<file path="src/hdl/vbp_pkg.sv">
`timescale 1ns / 1ps
// ----------------------------------------------------------------------------
// Variable-byte pair codec package
// Shared constants, codes and types of the variable-byte pair codec.
// ----------------------------------------------------------------------------
package vbp_pkg;

  localparam int DEFAULT_VALUE_BITS = 31;
  localparam int GROUP_BITS = 7;

  localparam logic REQ_ENCODE = 1'b0;
  localparam logic REQ_DECODE = 1'b1;

  localparam logic KIND_ENC_BYTE = 1'b0;
  localparam logic KIND_DEC_PAIR = 1'b1;

  typedef enum logic [1:0] {
    ENC_IDLE,
    ENC_FIRST,
    ENC_SECOND
  } enc_state_t;

  typedef struct packed {
    logic       valid;
    logic       last;
    logic [7:0] data;
  } enc_beat_t;

endpackage

</file>
<file path="src/hdl/vbp_enc.sv">
`timescale 1ns / 1ps
// ----------------------------------------------------------------------------
// Variable-byte pair encoder
// Shifts the first and then the second value out seven bits and one coded
// byte per cycle while the output is free; marks the final byte of the pair.
// ----------------------------------------------------------------------------
module vbp_enc #(
  parameter int VALUE_BITS = vbp_pkg::DEFAULT_VALUE_BITS
) (
  input  logic                  clk,
  input  logic                  rst,
  input  logic                  start,
  input  logic [VALUE_BITS-1:0] value_first,
  input  logic [VALUE_BITS-1:0] value_second,
  input  logic                  out_free,
  output logic                  idle,
  output vbp_pkg::enc_beat_t    beat
);

  vbp_pkg::enc_state_t state, state_next;
  logic [VALUE_BITS-1:0] shreg, shreg_next;
  logic [VALUE_BITS-1:0] held_second, held_second_next;
  logic more;
  logic advance;

  always_ff @(posedge clk) begin
    if (rst) begin
      state <= vbp_pkg::ENC_IDLE;
    end else begin
      state <= state_next;
    end
  end

  always_ff @(posedge clk) begin
    shreg       <= shreg_next;
    held_second <= held_second_next;
  end

  always_comb begin
    more             = (shreg >> vbp_pkg::GROUP_BITS) != '0;
    idle             = (state == vbp_pkg::ENC_IDLE);
    beat.valid       = !idle;
    beat.last        = (state == vbp_pkg::ENC_SECOND) && !more;
    beat.data        = {shreg[vbp_pkg::GROUP_BITS-1:0], more};
    advance          = beat.valid && out_free;
    state_next       = state;
    shreg_next       = shreg;
    held_second_next = held_second;
    unique case (state)
      vbp_pkg::ENC_IDLE: begin
        if (start) begin
          shreg_next       = value_first;
          held_second_next = value_second;
          state_next       = vbp_pkg::ENC_FIRST;
        end
      end
      vbp_pkg::ENC_FIRST: begin
        if (advance) begin
          if (more) begin
            shreg_next = shreg >> vbp_pkg::GROUP_BITS;
          end else begin
            shreg_next = held_second;
            state_next = vbp_pkg::ENC_SECOND;
          end
        end
      end
      vbp_pkg::ENC_SECOND: begin
        if (advance) begin
          if (more) begin
            shreg_next = shreg >> vbp_pkg::GROUP_BITS;
          end else begin
            state_next = vbp_pkg::ENC_IDLE;
          end
        end
      end
      default: begin
        state_next = vbp_pkg::ENC_IDLE;
      end
    endcase
  end

endmodule

</file>
<file path="src/hdl/vbp_dec.sv">
`timescale 1ns / 1ps
// ----------------------------------------------------------------------------
// Variable-byte pair decoder
// Takes one coded byte per cycle into the group accumulator and reports a
// pair when the second value of a pair completes.
// ----------------------------------------------------------------------------
module vbp_dec #(
  parameter int VALUE_BITS = vbp_pkg::DEFAULT_VALUE_BITS
) (
  input  logic                  clk,
  input  logic                  rst,
  input  logic                  byte_valid,
  input  logic [7:0]            in_byte,
  input  logic                  end_of_stream,
  output logic                  pair_valid,
  output logic [VALUE_BITS-1:0] pair_first,
  output logic [VALUE_BITS-1:0] pair_second,
  output logic                  overflow
);

  localparam int MaxGroups = (VALUE_BITS + vbp_pkg::GROUP_BITS - 1) / vbp_pkg::GROUP_BITS;
  localparam int AccW = MaxGroups * vbp_pkg::GROUP_BITS;
  localparam int PosW = $clog2(MaxGroups + 1);

  logic [AccW-1:0]       accumulator, accumulator_next;
  logic [PosW-1:0]       group_position, group_position_next;
  logic                  second_half, second_half_next;
  logic [VALUE_BITS-1:0] held_first, held_first_next;
  logic                  overflow_seen, overflow_seen_next;
  logic [AccW-1:0]       acc_upd;
  logic                  ovf_upd;
  logic                  more;

  always_ff @(posedge clk) begin
    if (rst) begin
      accumulator    <= '0;
      group_position <= '0;
      second_half    <= 1'b0;
      held_first     <= '0;
      overflow_seen  <= 1'b0;
    end else begin
      accumulator    <= accumulator_next;
      group_position <= group_position_next;
      second_half    <= second_half_next;
      held_first     <= held_first_next;
      overflow_seen  <= overflow_seen_next;
    end
  end

  always_comb begin
    more    = in_byte[0];
    acc_upd = accumulator;
    ovf_upd = overflow_seen;
    if (group_position < PosW'(MaxGroups)) begin
      for (int i = 0; i < MaxGroups; i++) begin
        if (group_position == PosW'(i)) begin
          acc_upd[i*vbp_pkg::GROUP_BITS +: vbp_pkg::GROUP_BITS] = in_byte[7:1];
        end
      end
    end else begin
      ovf_upd = 1'b1;
    end

    accumulator_next    = accumulator;
    group_position_next = group_position;
    second_half_next    = second_half;
    held_first_next     = held_first;
    overflow_seen_next  = overflow_seen;
    pair_valid          = 1'b0;
    pair_first          = held_first;
    pair_second         = acc_upd[VALUE_BITS-1:0];
    overflow            = ovf_upd;

    if (byte_valid) begin
      accumulator_next   = acc_upd;
      overflow_seen_next = ovf_upd;
      if (group_position < PosW'(MaxGroups)) begin
        group_position_next = group_position + PosW'(1);
      end
      if (!more) begin
        accumulator_next    = '0;
        group_position_next = '0;
        if (!second_half) begin
          held_first_next  = acc_upd[VALUE_BITS-1:0];
          second_half_next = 1'b1;
        end else begin
          pair_valid         = 1'b1;
          second_half_next   = 1'b0;
          held_first_next    = '0;
          overflow_seen_next = 1'b0;
        end
      end
      if (end_of_stream) begin
        accumulator_next    = '0;
        group_position_next = '0;
        second_half_next    = 1'b0;
        held_first_next     = '0;
        overflow_seen_next  = 1'b0;
      end
    end
  end

endmodule

</file>
<file path="src/hdl/varbyte_pair_codec_unit.sv">
`timescale 1ns / 1ps
// ----------------------------------------------------------------------------
// Variable-byte pair codec
// Encodes pairs of non-negative integers into variable-byte codes and
// decodes such codes back into pairs.
// ----------------------------------------------------------------------------
// An encode request loads a shift register that moves seven bits per cycle and
// gives one coded byte per cycle while the result side is free. The encoder
// gives out the bytes of the first value and then of the second, and the
// unit takes no new item until the encoder has given out the last byte of the
// pair. A decode request feeds one byte to the decoder, which yields a pair
// beat when the second value completes. An output register separates the two
// sides, and a new item is taken only while the encoder is idle and that
// register is empty or drains in the same cycle.
module varbyte_pair_codec_unit #(
  parameter int VALUE_BITS = vbp_pkg::DEFAULT_VALUE_BITS
) (
  input  logic clk,
  input  logic rst,
  input  logic s_axis_tvalid,
  output logic s_axis_tready,
  // value_first, value_second, in_byte
  input  logic [((2*VALUE_BITS+8+7)/8)*8-1:0] s_axis_tdata,
  // req_type
  input  logic s_axis_tuser,
  // end_of_stream
  input  logic s_axis_tlast,
  output logic m_axis_tvalid,
  input  logic m_axis_tready,
  // out_byte, pair_first, pair_second, overflow
  output logic [((2*VALUE_BITS+9+7)/8)*8-1:0] m_axis_tdata,
  // out_kind
  output logic m_axis_tuser,
  // last_of_pair
  output logic m_axis_tlast
);

  localparam int OutW = ((2 * VALUE_BITS + 9 + 7) / 8) * 8;

  logic                  in_accept;
  logic                  out_free;
  logic                  enc_idle;
  vbp_pkg::enc_beat_t    enc_beat;
  logic                  dec_valid;
  logic [VALUE_BITS-1:0] dec_first;
  logic [VALUE_BITS-1:0] dec_second;
  logic                  dec_overflow;

  logic                  out_valid;
  logic                  out_kind;
  logic [7:0]            out_byte;
  logic                  out_last;
  logic [VALUE_BITS-1:0] out_first;
  logic [VALUE_BITS-1:0] out_second;
  logic                  out_overflow;

  assign out_free      = !out_valid || m_axis_tready;
  assign s_axis_tready = enc_idle && out_free;
  assign in_accept     = s_axis_tvalid && s_axis_tready;

  vbp_enc #(.VALUE_BITS(VALUE_BITS)) u_enc (
    .clk          (clk),
    .rst          (rst),
    .start        (in_accept && (s_axis_tuser == vbp_pkg::REQ_ENCODE)),
    .value_first  (s_axis_tdata[VALUE_BITS-1:0]),
    .value_second (s_axis_tdata[2*VALUE_BITS-1:VALUE_BITS]),
    .out_free     (out_free),
    .idle         (enc_idle),
    .beat         (enc_beat)
  );

  vbp_dec #(.VALUE_BITS(VALUE_BITS)) u_dec (
    .clk           (clk),
    .rst           (rst),
    .byte_valid    (in_accept && (s_axis_tuser == vbp_pkg::REQ_DECODE)),
    .in_byte       (s_axis_tdata[2*VALUE_BITS+7:2*VALUE_BITS]),
    .end_of_stream (s_axis_tlast),
    .pair_valid    (dec_valid),
    .pair_first    (dec_first),
    .pair_second   (dec_second),
    .overflow      (dec_overflow)
  );

  always_ff @(posedge clk) begin
    if (rst) begin
      out_valid <= 1'b0;
    end else if (enc_beat.valid && out_free) begin
      out_valid <= 1'b1;
    end else if (dec_valid) begin
      out_valid <= 1'b1;
    end else if (m_axis_tready) begin
      out_valid <= 1'b0;
    end
  end

  always_ff @(posedge clk) begin
    if (enc_beat.valid && out_free) begin
      out_kind     <= vbp_pkg::KIND_ENC_BYTE;
      out_byte     <= enc_beat.data;
      out_last     <= enc_beat.last;
      out_first    <= '0;
      out_second   <= '0;
      out_overflow <= 1'b0;
    end else if (dec_valid) begin
      out_kind     <= vbp_pkg::KIND_DEC_PAIR;
      out_byte     <= '0;
      out_last     <= 1'b0;
      out_first    <= dec_first;
      out_second   <= dec_second;
      out_overflow <= dec_overflow;
    end
  end

  assign m_axis_tvalid = out_valid;
  assign m_axis_tuser  = out_kind;
  assign m_axis_tlast  = out_last;
  assign m_axis_tdata  = OutW'({out_overflow, out_second, out_first, out_byte});

endmodule

</file>
<file path="config.mk">
export PLATFORM = sky130hd
export DESIGN_NAME = varbyte_pair_codec_unit
export DESIGN_NICKNAME = d
export VERILOG_FILES = /design/src/hdl/vbp_pkg.sv /design/src/hdl/vbp_enc.sv /design/src/hdl/vbp_dec.sv /design/src/hdl/varbyte_pair_codec_unit.sv
export SDC_FILE = /design/constraint.sdc
export NUM_CORES = 1
export LEC_CHECK = 0
export BUFFER_PORTS_ARGS = -buffer_cell sky130_fd_sc_hd__buf_2
export CAP_MARGIN = 5
export CORE_MARGIN = 8
export CORE_UTILIZATION = 35
export DETAILED_ROUTE_END_ITERATION = 16
export GPL_TIMING_DRIVEN = 0
export HOLD_SLACK_MARGIN = 0.06
export PLACE_DENSITY = 0.54
export SKIP_LAST_GASP = 1
export SLEW_MARGIN = 0
export SYNTH_ARGS = -nofsm -noshare
export SYNTH_HDL_FRONTEND = slang
export SYNTH_SLANG_ARGS = --single-unit
</file>
<file path="constraint.sdc">
create_clock -name clk -period 4.8 [get_ports clk]
set_input_delay 0.72 -clock clk [delete_from_list [all_inputs] [get_ports clk]]
set_output_delay 0.72 -clock clk [all_outputs]
set_load 0.05 [all_outputs]
</file>
==> metrics.csv <==
metric,value,unit
initialDrtViolationCount,419,
start_util,35.7,%
cts_tree,done,
slowest_stage,clkbuf_1,
synth_flop_cell,dfxtp_1,
die-width,171,µm
cts_resized,0,
fill_cells,2346,
pin_count,154,
final_layout_size_suffix_gt1_share,22.4,%
cts_buffer_depth,3,
vias_per_cell,5.02,
crit_family,buffers and inverters,
synth_nets,960,
rr_worst_depth,8,
h-tree-depth,1,
r2r_slack,1.58,ns
cts.sinks,205,
p_leak,3.99,nW
maxCapViolations,0,
endpoint_kind,register,
tightestPinTransition,0.749,ns
area_growth,23.1,%
irDropWorstVdd,0.229,mV
relSlewSlack,50.0,%
io_buffers,149,
drcViolationCount,0,
cts_buffers,23,
crit_required,4.99,ns
grt_overflow_total,0,
grt_pass1_wl,38.5,mm
final-hold-violation-count,0,
setup_tns,0,ns
dr.pass1.iters,4,
fin_nets,1135,
start_kind,register,
powerDensity,399,nW/µm²
grt_max_degree,32,
synthCells,874,
rows,56,
die_area,29100,µm²
rsz0062_at_grt,no,
drtAntennaViolNets,0,
slowest_delay,0.57,ns
worstSetupStartpoint,u_enc.state[1],
arrival,3.41,ns
yosysWarningCount,0,
postCtsSetupBuffers,0,
path_buf_inv,4,
async_flop_share,0,%
drv_slew,0,
synth_edf_count,71,
dp_hpwl,18.6,mm
synth_top_area_share,32.0,%
ys_seq_area_share,57.5,%
fin_area,10300,µm²
post_drt_wl_per_cell,18.1,µm
crit_path_end,u_enc.shreg[19],
setup_viol,0,
cp.depth,8,
placed_area,9560,µm²
crit_top_cell,clkbuf_1,
finalWeightedCongestion,0.822,
fin_crit_sh,67.1,%
crit_type,reg -> reg,
cts_root_buf,clkbuf_16,
period_needed,3.22,ns
grt_pass1_vias,6856,
grt_antenna_before_repair,3,
worst_clock_skew,0.00666,ns
synth_seq_cells,205,
vias,6953,
grt_util_all_layers,16.8,%
syn-cell-area,8370,µm²
hold_buffers,0,
hp-start,s_axis_tdata[59],
synth_top_area_cell,dfxtp_1,
clkTransAtPathRegs,0.06,ns
r2r-end,u_enc.shreg[19],
core,23500,µm²
hold_path.class,in -> reg,
r2r_start,u_enc.state[1],
n_antenna_cell,0,
max_freq,310,MHz
status,completed,
dieHeight,171,µm
insertion_delay,0.49,ns
cp_max_fo,20,
avgSynthCellArea,9.58,µm²
postRouteWirelength,25.1,mm
path_cells,inv_1 > ha_1 > clkbuf_1 > nor2_1 > clkbuf_1 > o22ai_1 > a21oi_4 > buf_16,
ys_top_cells_by_area,"dfxtp_1 32%, edfxtp_1 25%, a21oi_1 5.9%",
yosysUniqueCellTypes,47,
-- layout make-up --
| type | count | area [µm²] | area share, % |
|---|---|---|---|
| clock buffers | 36 | 701 | 6.79 |
| multi-input cells | 586 | 3220 | 31.2 |
| inverters | 10 | 37.5 | 0.364 |
| clock inverters | 5 | 52.6 | 0.510 |
| plain buffers | 73 | 315 | 3.06 |
| repair buffers | 150 | 773 | 7.50 |
| well taps | 319 | 399 | 3.87 |
| flip-flops and latches | 205 | 4810 | 46.7 |
-- Yosys cell counts (all sizes together), types with 2 or more instances --
library cell and count:
and4 3, nor2b 6, nand2 131, nor3 48, buf 24, o31ai 15
mux2 24, a21oi 99, nor2 101, a31oi 16, a311oi 8, or4 2
a21boi 7, ha 8, o211ai 7, edfxtp 71, a32oi 2, o2111ai 2
nand4 3, clkbuf 49, o21ai 8, and2 2, nand3 28, and3 17
o2bb2ai 7, dfxtp 134, nor4 6, a22oi 24, inv 10, nand2b 3
-- cell usage in the layout (no fill, tap or decap), types with 6 or more instances in the layout --
master / count
buf_2: 164
dfxtp_1: 134
nand2_1: 131
nor2_1: 100
a21oi_1: 98
edfxtp_1: 71
clkbuf_1: 54
nor3_1: 48
nand3_1: 28
mux2_2: 24
a22oi_1: 24
clkbuf_16: 24
a31oi_1: 16
and3_1: 16
o31ai_1: 14
inv_1: 9
a311oi_1: 8
o21ai_0: 8
ha_1: 8
o2bb2ai_1: 7
a21boi_0: 7
o211ai_1: 7
nor2b_1: 6
-- cells by family after synthesis --
family,synth area share [%]
fa+ha+maj,1.20
buf+inv,4.21
other cells,0.0448
mux,3.23
compound gates,14.9
simple gates,19.0
flops,57.5
-- flip-flops by register name (all words and copies together) (netlist names), 2 cells and up --
name	cells
out_second	31
u_enc.shreg	31
u_enc.held_second	31
u_dec.pair_first	31
u_dec.accumulator	31
u_enc.state	2
out_first	31
out_byte	8
u_dec.group_position	3
-- worst reg2reg max path: cells and delay by family (launching register included) --
family | cells | cell delay, ns
buffers and inverters | 4 | 1.12
DFF | 1 | 0.37
and+or+nand+nor | 1 | 0.54
AOI/OAI and AO/OA | 2 | 0.68
adders and majority gates | 1 | 0.21
-- per-stage QoR --
step           hold WS, ns  setup WS, ns  total power (W)  instances  util [%]
2_1_floorplan        0.432          1.50          0.00226        874         -
3_3_place_gp         0.439        -0.215          0.00242       1342      40.6
3_5_place_dp         0.444          1.58          0.00243       1343      40.7
4_1_cts              0.375          1.62          0.00416       1384      43.9
5_1_grt              0.386          1.46          0.00426       1384      43.9
6_report             0.402          1.58          0.00411       1384      43.9
-- routing by layer --
metal	global-route usage (%)	vias up	part of all wire (%)
met5	0	-	0.12
met2	25.9	217	44
met4	4.96	6	2.5
li1	-	3457	-
met3	3.94	47	7.3
met1	23.0	3226	46
-- where the power goes --
group | switching, W | internal (W)
Sequential | 0.0000436 | 0.00190
Clock | 0.000668 | 0.00105
Combinational | 0.000325 | 0.000126
-- worst min path at each step --
stage / to / cells after the start
after floorplan: u_dec.pair_first[0] / 2
after global placement: u_dec.accumulator[21] / 2
after detailed placement: out_first[14] / 2
after CTS: u_enc.held_second[27] / 1
after global routing: u_enc.held_second[28] / 1
final: u_enc.held_second[28] / 1
No activity file was read; power rests on OpenSTA's default activity.
